[src/rtl/core/mbsp_pkg.sv]
// ----------------------------------------------------------------------------
// MIDI byte stream parser package
// Shared codes, status byte constants, state and result types.
// ----------------------------------------------------------------------------
package mbsp_pkg;

	// Result kinds.
	localparam logic [2:0] KIND_MSG      = 3'd0;
	localparam logic [2:0] KIND_SX_START = 3'd1;
	localparam logic [2:0] KIND_SX_DATA  = 3'd2;
	localparam logic [2:0] KIND_SX_END   = 3'd3;
	localparam logic [2:0] KIND_SX_ABORT = 3'd4;
	localparam logic [2:0] KIND_ERROR    = 3'd5;

	// Error codes.
	localparam logic [1:0] ERR_END_NO_START = 2'd0;
	localparam logic [1:0] ERR_ORPHAN       = 2'd1;
	localparam logic [1:0] ERR_UNEXPECTED   = 2'd2;

	// Status bytes and range limits.
	localparam logic [7:0] SB_STATUS_MIN = 8'h80;
	localparam logic [7:0] SB_TWO_MAX    = 8'hBF;
	localparam logic [7:0] SB_ONE_MIN    = 8'hC0;
	localparam logic [7:0] SB_ONE_MAX    = 8'hDF;
	localparam logic [7:0] SB_BEND_MIN   = 8'hE0;
	localparam logic [7:0] SB_CHAN_MAX   = 8'hEF;
	localparam logic [7:0] SB_SX_START   = 8'hF0;
	localparam logic [7:0] SB_MTC        = 8'hF1;
	localparam logic [7:0] SB_SONG_POS   = 8'hF2;
	localparam logic [7:0] SB_SONG_SEL   = 8'hF3;
	localparam logic [7:0] SB_TUNE_REQ   = 8'hF6;
	localparam logic [7:0] SB_SX_END     = 8'hF7;
	localparam logic [7:0] SB_RT_MIN     = 8'hF8;

	typedef struct packed {
		logic [7:0] current_status;
		logic [7:0] run_status;
		logic [6:0] first_data;
		logic [6:0] second_data;
		logic [1:0] data_seen;
		logic       in_sysex;
	} state_t;

	typedef struct packed {
		logic [2:0] event_kind;
		logic [7:0] status_or_byte;
		logic [6:0] data_one;
		logic [6:0] data_two;
		logic [1:0] data_length;
		logic [1:0] error_code;
	} result_t;

	typedef struct packed {
		logic [1:0] count;
		result_t    first;
		state_t     next_state;
	} decode_t;

	// Number of data bytes that completes a message with this status.
	function automatic logic [1:0] needed_data(input logic [7:0] st);
		logic [1:0] n;
		n = 2'd0;
		if (st >= SB_STATUS_MIN && st <= SB_TWO_MAX) n = 2'd2;
		else if (st >= SB_ONE_MIN && st <= SB_ONE_MAX) n = 2'd1;
		else if (st >= SB_BEND_MIN && st <= SB_CHAN_MAX) n = 2'd2;
		else if (st == SB_SONG_POS) n = 2'd2;
		else if (st == SB_MTC || st == SB_SONG_SEL) n = 2'd1;
		return n;
	endfunction

endpackage

[src/rtl/core/mbsp_byte_if.sv]
// ----------------------------------------------------------------------------
// MIDI byte channel
// Valid/ready channel carrying one raw MIDI byte and its timestamp.
// ----------------------------------------------------------------------------
interface mbsp_byte_if;
	logic              valid;
	logic              ready;
	logic [7:0]        stream_byte;
	logic signed [63:0] time_stamp;

	modport source (output valid, output stream_byte, output time_stamp, input ready);
	modport sink (input valid, input stream_byte, input time_stamp, output ready);
endinterface

[src/rtl/core/mbsp_event_if.sv]
// ----------------------------------------------------------------------------
// MIDI parser event channel
// Valid/ready channel carrying one parsed message or event.
// ----------------------------------------------------------------------------
interface mbsp_event_if;
	logic               valid;
	logic               ready;
	logic [2:0]         event_kind;
	logic [7:0]         status_or_byte;
	logic [6:0]         data_one;
	logic [6:0]         data_two;
	logic [1:0]         data_length;
	logic [1:0]         error_code;
	logic signed [63:0] time_out;
	logic               last_of_run;

	modport source (output valid, output event_kind, output status_or_byte,
		output data_one, output data_two, output data_length, output error_code,
		output time_out, output last_of_run, input ready);
	modport sink (input valid, input event_kind, input status_or_byte,
		input data_one, input data_two, input data_length, input error_code,
		input time_out, input last_of_run, output ready);
endinterface

[src/rtl/core/mbsp_decode.sv]
// ----------------------------------------------------------------------------
// MIDI byte decoder
// Combinational parse step: from the parse state and one byte, the first
// result, the number of results and the next parse state.
// ----------------------------------------------------------------------------
module mbsp_decode (
	input  mbsp_pkg::state_t  st,
	input  logic [7:0]        stream_byte,
	output mbsp_pkg::decode_t dec
);
	import mbsp_pkg::*;

	logic [7:0] cur_sel;
	logic       orphan;
	logic       takes_data;
	logic [2:0] cnt;

	always_comb begin
		cur_sel    = st.current_status[7] ? st.current_status : st.run_status;
		orphan     = !st.current_status[7] && (st.run_status == 8'h00);
		takes_data = (cur_sel >= SB_STATUS_MIN && cur_sel <= SB_CHAN_MAX) ||
		             (cur_sel >= SB_MTC && cur_sel <= SB_SONG_SEL);
		cnt        = {1'b0, st.data_seen} + 3'd1;

		dec            = '0;
		dec.next_state = st;
		dec.first.event_kind = KIND_MSG;

		if (stream_byte >= SB_RT_MIN) begin
			dec.count = 2'd1;
			dec.first.status_or_byte = stream_byte;
		end else if (stream_byte == SB_SX_START) begin
			dec.next_state.current_status = stream_byte;
			dec.next_state.run_status     = 8'h00;
			dec.next_state.data_seen      = 2'd0;
			dec.next_state.in_sysex       = 1'b1;
			dec.count = 2'd1;
			dec.first.event_kind     = KIND_SX_START;
			dec.first.status_or_byte = stream_byte;
		end else if (stream_byte == SB_SX_END) begin
			dec.count = 2'd1;
			if (!st.in_sysex) begin
				dec.next_state = '0;
				dec.first.event_kind = KIND_ERROR;
				dec.first.error_code = ERR_END_NO_START;
			end else begin
				dec.next_state.current_status = 8'h00;
				dec.next_state.run_status     = 8'h00;
				dec.next_state.data_seen      = 2'd0;
				dec.next_state.in_sysex       = 1'b0;
				dec.first.event_kind     = KIND_SX_END;
				dec.first.status_or_byte = stream_byte;
			end
		end else if (stream_byte[7]) begin
			// A status byte inside SysEx aborts it; tune request then also
			// reports itself as a second result.
			if (st.in_sysex) begin
				dec.first.event_kind = KIND_SX_ABORT;
				dec.count = (stream_byte == SB_TUNE_REQ) ? 2'd2 : 2'd1;
			end else begin
				dec.count = (stream_byte == SB_TUNE_REQ) ? 2'd1 : 2'd0;
			end
			dec.first.status_or_byte = stream_byte;
			dec.next_state.current_status = stream_byte;
			dec.next_state.run_status =
				(stream_byte <= SB_CHAN_MAX) ? stream_byte : 8'h00;
			dec.next_state.data_seen = 2'd0;
			dec.next_state.in_sysex  = 1'b0;
		end else if (st.in_sysex) begin
			dec.count = 2'd1;
			dec.first.event_kind     = KIND_SX_DATA;
			dec.first.status_or_byte = stream_byte;
		end else if (orphan) begin
			dec.next_state = '0;
			dec.count = 2'd1;
			dec.first.event_kind = KIND_ERROR;
			dec.first.error_code = ERR_ORPHAN;
		end else if (takes_data) begin
			if (cnt == 3'd1) begin
				dec.next_state.first_data = stream_byte[6:0];
			end else if (cnt == 3'd2) begin
				dec.next_state.second_data = stream_byte[6:0];
			end
			if (cnt > 3'd2) begin
				dec.next_state = '0;
				dec.count = 2'd1;
				dec.first.event_kind = KIND_ERROR;
				dec.first.error_code = ERR_UNEXPECTED;
			end else begin
				dec.next_state.data_seen = cnt[1:0];
				if (cnt == {1'b0, needed_data(cur_sel)}) begin
					dec.count = 2'd1;
					dec.first.status_or_byte = cur_sel;
					dec.first.data_one       = dec.next_state.first_data;
					dec.first.data_two       = dec.next_state.second_data;
					dec.first.data_length    = cnt[1:0];
					dec.next_state.current_status = 8'h00;
					dec.next_state.data_seen      = 2'd0;
					dec.next_state.first_data     = 7'h00;
					dec.next_state.second_data    = 7'h00;
				end
			end
		end
		// Data bytes after a status without data are dropped silently.
	end

endmodule

[src/rtl/core/midi_byte_stream_parser_unit.sv]
// ----------------------------------------------------------------------------
// MIDI byte stream parser unit
// Running-status MIDI parser with SysEx event reporting and error results.
// ----------------------------------------------------------------------------
// The parser takes one MIDI byte per clock cycle unless output stalls or a
// second result is pending. Each item passes an input register, one decode
// step against the parse state, and a result register. A byte that causes no
// result retires without waiting for the result register. The only byte that
// causes two results is a tune request arriving during SysEx (abort, then the
// message); it holds the decode stage until both are loaded, as the result
// register holds one result at a time. Timestamps are copied unchanged.
module midi_byte_stream_parser_unit (
	input  logic                clk,
	input  logic                arst_n,
	mbsp_byte_if.sink           stream,
	mbsp_event_if.source        events
);
	import mbsp_pkg::*;

	logic               valid_s1;
	logic [7:0]         byte_s1;
	logic signed [63:0] time_s1;
	logic               pend_q;
	state_t             state_q;

	logic               out_valid_q;
	result_t            result_q;
	logic signed [63:0] time_q;
	logic               last_q;

	decode_t            dec;
	logic               can_load;
	logic               load;
	logic               consume;
	logic               state_we;
	logic               pend_set;
	result_t            load_res;
	logic               load_last;

	mbsp_decode u_decode (
		.st          (state_q),
		.stream_byte (byte_s1),
		.dec         (dec)
	);

	always_comb begin
		can_load  = !out_valid_q || events.ready;
		load      = 1'b0;
		consume   = 1'b0;
		state_we  = 1'b0;
		pend_set  = 1'b0;
		load_res  = dec.first;
		load_last = 1'b1;
		if (valid_s1) begin
			if (pend_q) begin
				// Second result of a tune request that aborted SysEx.
				load_res = '0;
				load_res.event_kind     = KIND_MSG;
				load_res.status_or_byte = SB_TUNE_REQ;
				if (can_load) begin
					load    = 1'b1;
					consume = 1'b1;
				end
			end else begin
				case (dec.count)
					2'd0: begin
						consume  = 1'b1;
						state_we = 1'b1;
					end
					2'd1: begin
						if (can_load) begin
							load     = 1'b1;
							consume  = 1'b1;
							state_we = 1'b1;
						end
					end
					default: begin
						load_last = 1'b0;
						if (can_load) begin
							load     = 1'b1;
							state_we = 1'b1;
							pend_set = 1'b1;
						end
					end
				endcase
			end
		end
	end

	assign stream.ready = !valid_s1 || consume;

	always_ff @(posedge clk or negedge arst_n) begin
		if (!arst_n) begin
			valid_s1 <= 1'b0;
		end else if (stream.ready) begin
			valid_s1 <= stream.valid;
		end
	end

	always_ff @(posedge clk) begin
		if (stream.ready && stream.valid) begin
			byte_s1 <= stream.stream_byte;
			time_s1 <= stream.time_stamp;
		end
	end

	always_ff @(posedge clk or negedge arst_n) begin
		if (!arst_n) begin
			pend_q  <= 1'b0;
			state_q <= '0;
		end else begin
			if (consume) begin
				pend_q <= 1'b0;
			end else if (pend_set) begin
				pend_q <= 1'b1;
			end
			if (state_we) begin
				state_q <= dec.next_state;
			end
		end
	end

	always_ff @(posedge clk or negedge arst_n) begin
		if (!arst_n) begin
			out_valid_q <= 1'b0;
		end else if (can_load) begin
			out_valid_q <= load;
		end
	end

	always_ff @(posedge clk) begin
		if (load) begin
			result_q <= load_res;
			time_q   <= time_s1;
			last_q   <= load_last;
		end
	end

	assign events.valid          = out_valid_q;
	assign events.event_kind     = result_q.event_kind;
	assign events.status_or_byte = result_q.status_or_byte;
	assign events.data_one       = result_q.data_one;
	assign events.data_two       = result_q.data_two;
	assign events.data_length    = result_q.data_length;
	assign events.error_code     = result_q.error_code;
	assign events.time_out       = time_q;
	assign events.last_of_run    = last_q;

	// A pending second result always belongs to a byte still held in stage one.
	a_pend_has_item: assert property (@(posedge clk) disable iff (!arst_n)
		pend_q |-> valid_s1)
		else $error("pending second result without an item in stage one");

	// The first half of a two-result item leaves the tune request as status.
	a_pend_state: assert property (@(posedge clk) disable iff (!arst_n)
		pend_q |-> (state_q.current_status == SB_TUNE_REQ && !state_q.in_sysex))
		else $error("parse state wrong while second result is pending");

	// Only a SysEx abort is ever followed by a second result of the same item.
	a_not_last_is_abort: assert property (@(posedge clk) disable iff (!arst_n)
		(out_valid_q && !last_q) |-> (result_q.event_kind == KIND_SX_ABORT))
		else $error("non-final result that is not a SysEx abort");

	// Running status is dropped whenever SysEx is entered.
	a_sysex_no_running: assert property (@(posedge clk) disable iff (!arst_n)
		state_q.in_sysex |-> (state_q.run_status == 8'h00))
		else $error("running status kept inside SysEx");

	// A completed message clears the count, so it never reaches three.
	a_seen_bound: assert property (@(posedge clk) disable iff (!arst_n)
		state_q.data_seen != 2'd3)
		else $error("data byte count out of range");

endmodule

[src/flat_wrapper.sv]
// flat-port wrapper written by rule: the top's interface ports become plain ports
module midi_byte_stream_parser_unit_flat import mbsp_pkg::*;
  (clk, arst_n, stream_valid, stream_stream_byte, stream_time_stamp, stream_ready, events_valid, events_event_kind, events_status_or_byte, events_data_one, events_data_two, events_data_length, events_error_code, events_time_out, events_last_of_run, events_ready);
  mbsp_byte_if stream_i ();
  mbsp_event_if events_i ();
  input  logic clk;
  input  logic arst_n;
  input wire logic [$bits(stream_i.valid)-1:0] stream_valid;
  input wire logic [$bits(stream_i.stream_byte)-1:0] stream_stream_byte;
  input wire logic [$bits(stream_i.time_stamp)-1:0] stream_time_stamp;
  output wire logic [$bits(stream_i.ready)-1:0] stream_ready;
  output wire logic [$bits(events_i.valid)-1:0] events_valid;
  output wire logic [$bits(events_i.event_kind)-1:0] events_event_kind;
  output wire logic [$bits(events_i.status_or_byte)-1:0] events_status_or_byte;
  output wire logic [$bits(events_i.data_one)-1:0] events_data_one;
  output wire logic [$bits(events_i.data_two)-1:0] events_data_two;
  output wire logic [$bits(events_i.data_length)-1:0] events_data_length;
  output wire logic [$bits(events_i.error_code)-1:0] events_error_code;
  output wire logic [$bits(events_i.time_out)-1:0] events_time_out;
  output wire logic [$bits(events_i.last_of_run)-1:0] events_last_of_run;
  input wire logic [$bits(events_i.ready)-1:0] events_ready;
  assign stream_i.valid = stream_valid;
  assign stream_i.stream_byte = stream_stream_byte;
  assign stream_i.time_stamp = stream_time_stamp;
  assign stream_ready = stream_i.ready;
  assign events_valid = events_i.valid;
  assign events_event_kind = events_i.event_kind;
  assign events_status_or_byte = events_i.status_or_byte;
  assign events_data_one = events_i.data_one;
  assign events_data_two = events_i.data_two;
  assign events_data_length = events_i.data_length;
  assign events_error_code = events_i.error_code;
  assign events_time_out = events_i.time_out;
  assign events_last_of_run = events_i.last_of_run;
  assign events_i.ready = events_ready;
  midi_byte_stream_parser_unit u_core (.clk(clk), .arst_n(arst_n), .stream(stream_i), .events(events_i));
endmodule
[config.mk]
export PLATFORM = sky130hd
export DESIGN_NAME = midi_byte_stream_parser_unit_flat
export DESIGN_NICKNAME = d
export VERILOG_FILES = /design/src/rtl/core/mbsp_pkg.sv /design/src/rtl/core/mbsp_byte_if.sv /design/src/rtl/core/mbsp_event_if.sv /design/src/rtl/core/mbsp_decode.sv /design/src/rtl/core/midi_byte_stream_parser_unit.sv /design/src/flat_wrapper.sv
export SDC_FILE = /design/constraint.sdc
export NUM_CORES = 1
export LEC_CHECK = 0
export BUFFER_PORTS_ARGS = -buffer_cell sky130_fd_sc_hd__buf_2
export CORE_UTILIZATION = 55
export CTS_BUF_LIST = sky130_fd_sc_hd__clkbuf_8
export DETAILED_ROUTE_END_ITERATION = 16
export PLACE_DENSITY = 0.79
export SETUP_SLACK_MARGIN = 0.4
export SYNTH_ARGS = -nofsm -noshare
export SYNTH_HDL_FRONTEND = slang
export SYNTH_SLANG_ARGS = --single-unit
[constraint.sdc]
create_clock -name clk -period 9.45 [get_ports clk]
set_input_delay 0.945 -clock clk [delete_from_list [all_inputs] [get_ports clk]]
set_output_delay 0.945 -clock clk [all_outputs]
set_load 0.01 [all_outputs]
==> out/metrics.csv, run 1 <==
stage;metric;value;unit
clock_network;cts-buffers-inserted;30;
clock_network;cts_tree;yes;
placed_design;dp_hpwl;11280;um
setup_path;start_kind;flop;
floorplan;core;13400;um2
sta;finClkSkew;0.02041;ns
floorplan;rows;42;
synthesis;syn_area;7625;um2
power_and_ir_drop;seqPwrFrac;49.7;%
global_routing;grt_max_degree;73;
detailed_routing;top_layer_used;met4;
finish;syn_to_final_growth;21.05;%
clock_network;cts_max_path_buffers;3;
sta;finalCriticalPeriod;4.689;ns
clock_network;ctsRootBufferMaster;clkbuf_8;
synthesis;synth_ff_type;edfxtp_1;
power_and_ir_drop;power;2.633;mW
synthesis;syn-num-nets;548;
finish;layout-drive-gt1-share;34.52;%
sta;finalSetupViolations;0;
sta;post-route-period-util;49.62;%
detailed_routing;routed_via_density;5.630;
floorplan;start_util;56.90;%
setup_path;cp_data_required_time;8.51;ns
floorplan;pin_count;172;
run;drv_cap;0;
synthesis;synth_cell_type_count;58;
sta;slew_violations;0;
finish;multiInputGateArea;1595;um2
finish;fin_nets;734;
global_routing;grt_pass1_vias;4725;
placed_design;io_buffers;171;
finish;register_area;5886;um2
synthesis;synth_top_area_share;65.38;%
power_and_ir_drop;switchingPower;812.0;uW
synthesis;synth_cells;468;
detailed_routing;drc;0;
detailed_routing;drtPass1Iterations;5;
detailed_routing;wl_per_cell;19.43;um
global_routing;grt_usage;23.04;%
placed_design;dp_slack;4.949;ns
sta;max_freq;0.2133;GHz
synthesis;ys_ff_latch;202;
clock_network;cts.sinks;202;
power_and_ir_drop;p_leak;3.784;nW
min_path;worstHoldPathType;flop to flop;
synthesis;synth_top_area_cell;edfxtp_1;
global_routing;grt.overflow.total;0;
synthesis;synth_warnings;0;
setup_path;path_class;flop to output pin;
power_and_ir_drop;internal_power;1.822;mW
sta;holdWs;0.4095;ns
synthesis;syn_area_per_cell;16.29;um2
power_and_ir_drop;power_density;285.3;nW/um2
finish;nFillCells;918;
floorplan;dieArea;14340;um2
synthesis;synth.most_common_cell;edfxtp_1;
synthesis;ys_seq_area_share;77.19;%
clock_network;clkTransAtPathRegs;0.06;ns
sta;slew_headroom;22.29;%
global_routing;grt_pass1_wl;25010;um
detailed_routing;route.met3.wl;1913;um
detailed_routing;drt-initial-drc-count;409;
synthesis;yosys-top-cells-count;edfxtp_1 (166), nand2_1 (40), dfrtp_1 (36);
power_and_ir_drop;swShare;30.83;%
setup_path;crit_arrival;3.74;ns
floorplan;die_w;119.7;um
setup_path;worstSetupEndpointType;output pin;
clock_network;cts_setup_buffers;0;
clock_network;htreeDepth;1;
detailed_routing;num_vias;4797;
power_and_ir_drop;peakVddDrop;0.1558;mV
detailed_routing;ant_nets;0;
sta;finalSetupTns;0;ns
detailed_routing;wl_met1;6464;um
sta;tightest_slew;1.157;ns
global_routing;antenna_found_initial;0;
clock_network;postCtsResizedCells;0;
status;status;completed;
setup_path;critPathMaxFanout;15;
clock_network;hold_buffers;0;
detailed_routing;routed_wl;16550;um
detailed_routing;met2_length;7875;um
placed_design;gp_congestion;0.8799;
clock_network;worstSkewPairLatency;0.57;ns
synthesis;synthArstFlopShare;17.82;%
sta;hold_viol;0;
synthesis;synth_edf_count;166;
sta;rsz0062_at_grt;false;
power_and_ir_drop;power_frac_clock;27.1;%
floorplan;dieHeight;119.7;um
power_and_ir_drop;combPwrFrac;23.2;%
sta;fin_ws;4.761;ns
synthesis;synth.area.top_cells;edfxtp_1 (65%), dfrtp_1 (12%), a22o_1 (2.5%), nand2_1 (2.0%), mux2i_1 (1.8%);
metal layers:
metal,global-route usage [%],up-vias
met5,0,-
met4,6.641,0
met3,8.413,29
met2,36.92,280
met1,29.64,2312
li1,-,2176
flip-flops by register name (all words and copies together) (netlist names):
| signal | flops |
|---|---|
| u_core.events.time_out | 64 |
| u_core.time_s1 | 64 |
| u_core.state_q | 33 |
| u_core.byte_s1 | 8 |
| u_core.events.status_or_byte | 8 |
| u_core.events.data_one | 7 |
| u_core.events.data_two | 7 |
| u_core.events.event_kind | 3 |
| u_core.events.data_length | 2 |
| u_core.events.error_code | 2 |
| u_core.events.last_of_run | 1 |
| u_core.events.valid | 1 |
| u_core.pend_q | 1 |
| u_core.valid_s1 | 1 |
path summary, 6_finish.rpt:
path                                         startpoint                              endpoint  slack [ns]  depth (start not counted)
setup / recovery            u_core.byte_s1[7]$_DFFE_PP_                          stream_ready        4.76                         11
hold / removal             u_core.time_s1[29]$_DFFE_PP_  u_core.events.time_out[29]$_DFFE_PP_        0.41                          0
max in group asynchronous                        arst_n        u_core.state_q[14]$_DFFE_PN0P_        8.41                          1
hold reg to reg            u_core.time_s1[29]$_DFFE_PP_  u_core.events.time_out[29]$_DFFE_PP_        0.41                          0
setup reg to reg            u_core.byte_s1[7]$_DFFE_PP_  u_core.events.time_out[61]$_DFFE_PP_        4.95                         13
min in group asynchronous                        arst_n             u_core.pend_q$_DFFE_PN0P_        0.49                          1
power by group through the flow:
stage | clock (mW) | sequential, mW | combinational (mW)
global placement | 0 | 1.31 | 0.599
floorplan | 0 | 1.33 | 0.405
CTS | 0.724 | 1.31 | 0.615
detailed placement | 0 | 1.32 | 0.610
global route | 0.760 | 1.33 | 0.666
finish | 0.714 | 1.31 | 0.612
kinds of logic (layout without fill, tap and decap cells):
kind of cell    after synthesis  count (layout)  synth area share (%)
other cells                   0               1                     0
simple gates                120             120                 7.992
compound gates               86              86                 8.385
mux                          25              25                 3.692
fa+ha+maj                     4               4                0.6564
flops                       202             202                 77.19
buf+inv                      31             238                 2.084
worst max-delay path, stage by stage, from the launching register on:
cell,delay (ns)
edfxtp_1,0.63
nand4_1,0.31
nor2_1,0.21
nand3_1,0.11
nor2_1,0.15
ha_1,0.26
or2_2,0.30
a21oi_2,0.16
o31ai_1,0.10
o21ai_0,0.60
o21a_1,0.19
buf_2,0.13
cells in the final DEF (no fill, tap or decap), types with 3 or more instances in the layout:
cell type and n:
and3b_1 3, nand4_1 3, nand3_1 6, o31ai_1 3
o22ai_1 3, clkinv_2 4, ha_1 4, nor2_1 27
buf_2 171, a211oi_1 3, clkinv_1 6, nand2_1 40
bufinv_16 3, nand3b_1 3, edfxtp_1 166, inv_1 19
a21oi_1 17, nor3_1 9, and3_1 4, clkbuf_8 31
mux2_2 6, mux2_4 4, dfrtp_1 36, a22oi_1 6
mux2i_1 14, a22o_1 22, nor4_1 3, nor2b_1 3
a21o_1 4, o21ai_0 10, or3_1 3
cell type report:
cell class / count / area share (%)
diodes: 1 / 0.02711
multi-input cells: 235 / 17.28
well taps: 176 / 2.386
flip-flops and latches: 202 / 63.77
clock buffers: 31 / 4.622
inverters: 12 / 0.4880
repair buffers: 173 / 9.435
clock inverters: 22 / 1.993
per-stage QoR:
stage	utilization (%)	instance area [um2]	instances
2_1_floorplan	-	7625	468
3_3_place_gp	64.30	8617	798
3_5_place_dp	64.30	8617	798
4_1_cts	68.86	9228	851
5_1_grt	68.86	9228	851
6_report	68.88	9230	852
Power figures use the tool's default switching activity.
==> inputs of run 2 (changes only) <==
Clock period 9.45 ns to 4.7 ns, I/O delays scaled along.
==> out/metrics.csv, run 2 (same netlist as run 1, synthesis figures left out) <==
stage;metric;value;unit;change
clock_network;htreeDepth;1;;unchanged
finish;layout-drive-gt1-share;34.66;%;+0.14 points
sta;holdWs;-0.005453;ns;-0.4149 ns
run;drv_cap;0;;unchanged
finish;mostFrequentLayoutCells;buf_2 (171), edfxtp_1 (166), nand2_1 (40);;
global_routing;grt_pass1_wl;25460;um;+1.8%
placed_design;io_buffers;171;;unchanged
power_and_ir_drop;seqPwrFrac;50.4;%;+0.7 points
setup_path;path_class;flop to output pin;;
finish;final_area;9231;um2;about the same
sta;hold_viol;4;;+4
sta;finalCriticalPeriod;3.881;ns;
sta;finalSetupTns;0;ns;unchanged
sta;tightest_slew;1.044;ns;-0.1131 ns
detailed_routing;routed_wl;16830;um;+1.7%
setup_path;critPathMaxFanout;26;;+11
global_routing;met2_usage;39.31;%;+2.4 points
placed_design;dp_hpwl;11540;um;+2.3%
clock_network;cts_tree;yes;;
detailed_routing;drc;0;;unchanged
status;status;complete, but fails checks;;
global_routing;grt.overflow.total;0;;unchanged
detailed_routing;drt-initial-drc-count;335;;-18%
power_and_ir_drop;switchingPower;1.619;mW;+99%
clock_network;worstSkewPairLatency;0.57;ns;about the same
global_routing;antenna_found_initial;0;;unchanged
finish;fin_nets;737;;+0.41%
sta;post-route-period-util;82.58;%;
sta;finClkSkew;0.03158;ns;+0.01117 ns
power_and_ir_drop;swShare;31.14;%;+0.31 points
clock_network;ctsRootBufferMaster;clkbuf_8;;
global_routing;grt_usage;23.69;%;+0.64 points
detailed_routing;wl_per_cell;19.68;um;+1.3%
floorplan;rows;42;;unchanged
setup_path;start_kind;flop;;
power_and_ir_drop;power_frac_clock;25.5;%;-1.6 points
finish;final_common_cell;buf_2;;
power_and_ir_drop;power_density;563.0;nW/um2;+97%
placed_design;gp_congestion;0.8651;;-1.7%
clock_network;clkTransAtPathRegs;0.06;ns;about the same
global_routing;grt_use_met1;28.82;%;-0.82 points
floorplan;start_util;56.90;%;unchanged
global_routing;grt_max_degree;76;;+4.1%
power_and_ir_drop;p_leak;3.798;nW;+0.38%
floorplan;pin_count;172;;unchanged
setup_path;worstSetupEndpointType;output pin;;
floorplan;dieHeight;119.7;um;unchanged
clock_network;hold_buffers;0;;unchanged
global_routing;use_met3;8.508;%;+0.095 points
setup_path;crit_arrival;3.41;ns;-0.33 ns
sta;slew_headroom;29.89;%;+7.6 points
clock_network;cts.sinks;202;;unchanged
floorplan;die_w;119.7;um;unchanged
global_routing;grt_pass1_vias;4823;;+2.1%
floorplan;dieArea;14340;um2;unchanged
sta;slew_violations;0;;unchanged
clock_network;cts_max_path_buffers;3;;unchanged
clock_network;cts_setup_buffers;0;;unchanged
placed_design;dp_slack;0.8235;ns;-4.126 ns
floorplan;core;13400;um2;unchanged
detailed_routing;num_vias;4787;;-0.21%
sta;fin_ws;0.8187;ns;-3.942 ns
power_and_ir_drop;internal_power;3.579;mW;+96%
sta;max_freq;0.2576;GHz;
min_path;worstHoldPathType;input port to asynchronous set/reset pin;;
clock_network;cts-buffers-inserted;30;;unchanged
power_and_ir_drop;peakVddDrop;0.3618;mV;+130%
sta;rsz0062_at_grt;false;;
detailed_routing;routed_via_density;5.599;;-0.56%
setup_path;cp_data_required_time;4.23;ns;-4.28 ns
finish;syn_to_final_growth;21.07;%;about the same
global_routing;busiest_layer;met2;;
detailed_routing;drtPass1Iterations;5;;unchanged
placed_design;place_area;8665;um2;+0.55%
status;violations;negative hold slack;;
detailed_routing;ant_nets;0;;unchanged
sta;finalSetupViolations;0;;unchanged
power_and_ir_drop;combPwrFrac;24.2;%;+1.0 points
## run 2: final timing paths
kind                                                     start                                    to  slack, ns  cells after the start
worst max-delay path            u_core.state_q[32]$_DFFE_PN0P_                          stream_ready       0.82                      8
worst min-delay path                                    arst_n         u_core.state_q[0]$_DFFE_PN0P_     -0.005                      1
worst max register to register     u_core.byte_s1[4]$_DFFE_PP_           u_core.time_s1[0]$_DFFE_PP_       1.03                     11
worst min register to register    u_core.time_s1[31]$_DFFE_PP_  u_core.events.time_out[31]$_DFFE_PP_       0.41                      0
max in group asynchronous                               arst_n        u_core.state_q[15]$_DFFE_PN0P_       4.18                      1
min in group clk                         stream_time_stamp[43]          u_core.time_s1[43]$_DFFE_PP_       0.07                      1
## run 2: metrics by stage
stage / total power [mW] / util [%] / cells / hold slack [ns]
after floorplan: 3.469 / - / 468 / 0.1744
after global placement: 3.845 / 64.66 / 801 / 0.4003
after detailed placement: 3.890 / 64.66 / 801 / 0.4045
after CTS: 5.220 / 68.87 / 854 / 0.006225
after global routing: 5.437 / 68.87 / 854 / 0.04520
final: 5.197 / 68.89 / 855 / -0.005453
## run 2: layout make-up
type | count | area (um2)
flip-flops and latches | 202 | 5886
fillers | 888 | 4169
multi-input cells | 235 | 1595
repair buffers | 176 | 918.4
clock buffers | 32 | 440.4
well taps | 176 | 220.2
clock inverters | 21 | 123.9
inverters | 12 | 45.04
diodes | 1 | 2.502
## run 2: critical path: stages, from the launching register on
cell	delay [ns]
dfrtp_1	0.85
mux2_2	0.44
a21o_1	0.18
a221oi_2	0.29
nand4b_4	0.23
o31ai_1	0.29
o21ai_1	0.20
o21a_1	0.24
buf_2	0.14
## run 2: timing repair
item	4_1_cts	5_1_grt
endpoints found under the hold margin	0	0
setup endpoints to repair	0	1
resized for setup	0	1
## run 2: power groups by stage
stage	Clock (mW)	Combinational (mW)	Sequential, mW
floorplan	0	0.819	2.65
global placement	0	1.22	2.63
detailed placement	0	1.25	2.64
CTS	1.35	1.26	2.61
global route	1.42	1.36	2.66
finish	1.32	1.26	2.62
## run 2: layer usage
layer,vias up,share of wire [%]
li1,2174,-
met1,2336,39
met2,236,49
met3,41,9.6
met4,0,2.8
met5,-,0
==> inputs of run 3 (changes only) <==
Settings changed: CORE_UTILIZATION 55 to 50, PLACE_DENSITY 0.79 to 0.76.
Clock period 4.7 ns to 3.5 ns, I/O delays scaled along.
==> out/metrics.csv, run 3 (same netlist as run 1, synthesis figures left out) <==
stage;metric;value;unit;change
setup_path;rr_endpoint;u_core.state_q[14]$_DFFE_PN0P_;;
sta;hold_viol;0;;-4
status;status;complete, but fails checks;;
global_routing;grt_pass1_wl;32260;um;+27%
detailed_routing;drc;6;;+6
power_and_ir_drop;power;7.339;mW;+41%
global_routing;grt_pass1_vias;5647;;+17%
sta;max_freq;0.3116;GHz;
min_path;min_from;stream_valid;;
floorplan;pin_count;172;;unchanged
global_routing;grt.overflow.total;0;;unchanged
detailed_routing;num_vias;5355;;+12%
min_path;worstHoldPathType;input port to flop;;
setup_path;critPathMaxFanout;3;;-88%
setup_path;cp_slowest_stage_delay;0.41;ns;-0.44 ns
status;violations;design-rule violations;;
finish;antenna_cells;0;;-1
floorplan;die_w;125.5;um;+4.8%
setup_path;regToRegSetupSlack;0.45;ns;-0.58 ns
setup_path;r2r-start;u_core.byte_s1[7]$_DFFE_PP_;;
clock_network;worstSkewPairLatency;0.57;ns;about the same
sta;tightest_slew;0.8397;ns;-0.2040 ns
detailed_routing;ant_nets;0;;unchanged
finish;fin_cells;966;;+13%
setup_path;path_class;flop to output pin;;
sta;slew_violations;0;;unchanged
setup_path;cp_data_required_time;3.15;ns;-1.08 ns
power_and_ir_drop;power_density;712.1;nW/um2;+26%
detailed_routing;routed_wl;21010;um;+25%
sta;finalCriticalPeriod;3.209;ns;
setup_path;ff2ff_path_depth;11;;unchanged
placed_design;dp.cells;824;;+2.9%
global_routing;grt_max_degree;56;;-26%
clock_network;cts_tree;yes;;
detailed_routing;wl_per_cell;21.75;um;+10%
setup_path;crit_arrival;2.86;ns;-0.55 ns
global_routing;antenna_found_initial;0;;unchanged
finish;fin_nets;839;;+14%
power_and_ir_drop;peakVddDrop;0.5729;mV;+58%
setup_path;critPathSlowestCell;edfxtp_1;;
global_routing;grt_usage;27.12;%;+3.4 points
finish;layout-drive-gt1-share;35.55;%;+0.89 points
power_and_ir_drop;p_leak;4.255;nW;+12%
finish;mostFrequentLayoutCells;buf_2 (171), edfxtp_1 (166), dlygate4sd3_1 (73);;
sta;rsz0062_at_grt;true;;
floorplan;dieArea;15750;um2;+9.8%
floorplan;start_util;51.87;%;-5.0 points
floorplan;core;14700;um2;+9.7%
floorplan;dieHeight;125.5;um;+4.8%
placed_design;io_buffers;171;;unchanged
sta;slew_headroom;44.02;%;+14 points
finish;syn_to_final_growth;35.17;%;
setup_path;worstSetupEndpointType;output pin;;
detailed_routing;drtPass1Iterations;11;;+6
run;drv_cap;0;;unchanged
clock_network;cts-buffers-inserted;30;;unchanged
finish;final_common_cell;buf_2;;
sta;finalSetupViolations;0;;unchanged
clock_network;htreeDepth;1;;unchanged
setup_path;crit_top_cell;nor2_1;;
placed_design;place_area;8821;um2;+1.8%
setup_path;path_cells;nand4_1, nor2_1, nand3_1, nor2_1, ha_2, nand2_4, a221oi_4, o2bb2a_4, a21oi_4, o31ai_4, o21ai_2, o21a_1, buf_2;;
placed_design;gp_congestion;0.9800;;+13%
clock_network;cts.sinks;202;;unchanged
finish;final_area;10310;um2;+12%
sta;holdWs;0.07266;ns;+0.07811 ns
clock_network;ctsRootBufferMaster;clkbuf_8;;
detailed_routing;routed_via_density;5.543;;-0.99%
floorplan;rows;44;;+4.8%
sta;post-route-period-util;91.69;%;
clock_network;cts_max_path_buffers;3;;unchanged
min_path;whs_path_depth;3;;
sta;finClkSkew;0.01309;ns;-0.01848 ns
clock_network;clkTransAtPathRegs;0.07;ns;about the same
placed_design;dp_hpwl;11940;um;+3.5%
min_path;hold_end;u_core.valid_s1$_DFFE_PN0P_;;
detailed_routing;drt-initial-drc-count;534;;+59%
setup_path;start_kind;flop;;
[run 3: cell types whose count changed in the layout (fill, tap and decap cells not counted), moves of 2 or more]
cell,previous run,this run
buf_4,3,29
clkinv_1,4,9
clkinv_2,5,3
dlygate4sd3_1,0,73
ha_1,4,2
nor2_1,27,25
[run 3: area by class of cell]
cell class | instances | area [um2]
Sequential cell | 202 | 5887
Fill cell | 927 | 4393
Timing Repair Buffer | 278 | 1879
Multi-Input combinational cell | 235 | 1722
Clock buffer | 32 | 440.4
Tap cell | 184 | 230.2
Clock inverter | 23 | 102.6
Inverter | 12 | 45.04
[run 3: worst max-delay path by stage]
stage / startpoint / to / slack, ns / cells past startpoint
2_1_floorplan: u_core.byte_s1[6]$_DFFE_PP_ / u_core.events.data_length[0]$_DFFE_PP_ / -0.17 / 13
3_3_place_gp: u_core.byte_s1[6]$_DFFE_PP_ / u_core.state_q[23]$_DFFE_PN0P_ / 0.33 / 10
3_5_place_dp: u_core.byte_s1[6]$_DFFE_PP_ / u_core.state_q[23]$_DFFE_PN0P_ / 0.19 / 10
4_1_cts: u_core.byte_s1[7]$_DFFE_PP_ / stream_ready / 0.40 / 11
5_1_grt: u_core.byte_s1[7]$_DFFE_PP_ / stream_ready / 0.16 / 13
6_report: u_core.byte_s1[7]$_DFFE_PP_ / stream_ready / 0.29 / 13
[run 3: per-stage QoR]
| stage | setup TNS, ns | setup slack [ns] | util [%] |
|---|---|---|---|
| 3_3_place_gp | 0 | 0.3334 | 60.01 |
| 6_report | 0 | 0.2907 | 70.11 |
| 3_5_place_dp | 0 | 0.1866 | 60.01 |
| 2_1_floorplan | -19.93 | -0.1730 | - |
| 4_1_cts | 0 | 0.4021 | 69.82 |
| 5_1_grt | 0 | 0.1624 | 70.11 |
[run 3: where the power goes]
group          switching [mW]  internal (mW)  leakage (nW)
clock network           0.907          0.846         0.316
registers               0.304           3.19          2.04
logic                    1.18          0.905          1.90
total                    2.39           4.95          4.25
[run 3: repair_timing]
item                       CTS  global route
setup endpoints to repair  120           173
setup buffers               12             2
hold buffers                73             0
hold endpoints to repair   108             0
gates resized for setup     17             6
pin swaps                   10            10
[run 3: critical path, delay by kind of cell, from the launching register on]
kind	cells	cell delay (ns)
compound gates	6	0.84
simple gates	5	0.65
flops	1	0.41
buf+inv	1	0.15
fa+ha+maj	1	0.25
[run 3: per-layer routing]
layer / GRT usage [%] / share of wire (%)
met4: 8.895 / 2.8
met3: 7.360 / 9.0
met1: 32.41 / 37
met2: 47.55 / 51
met5: 0 / 0
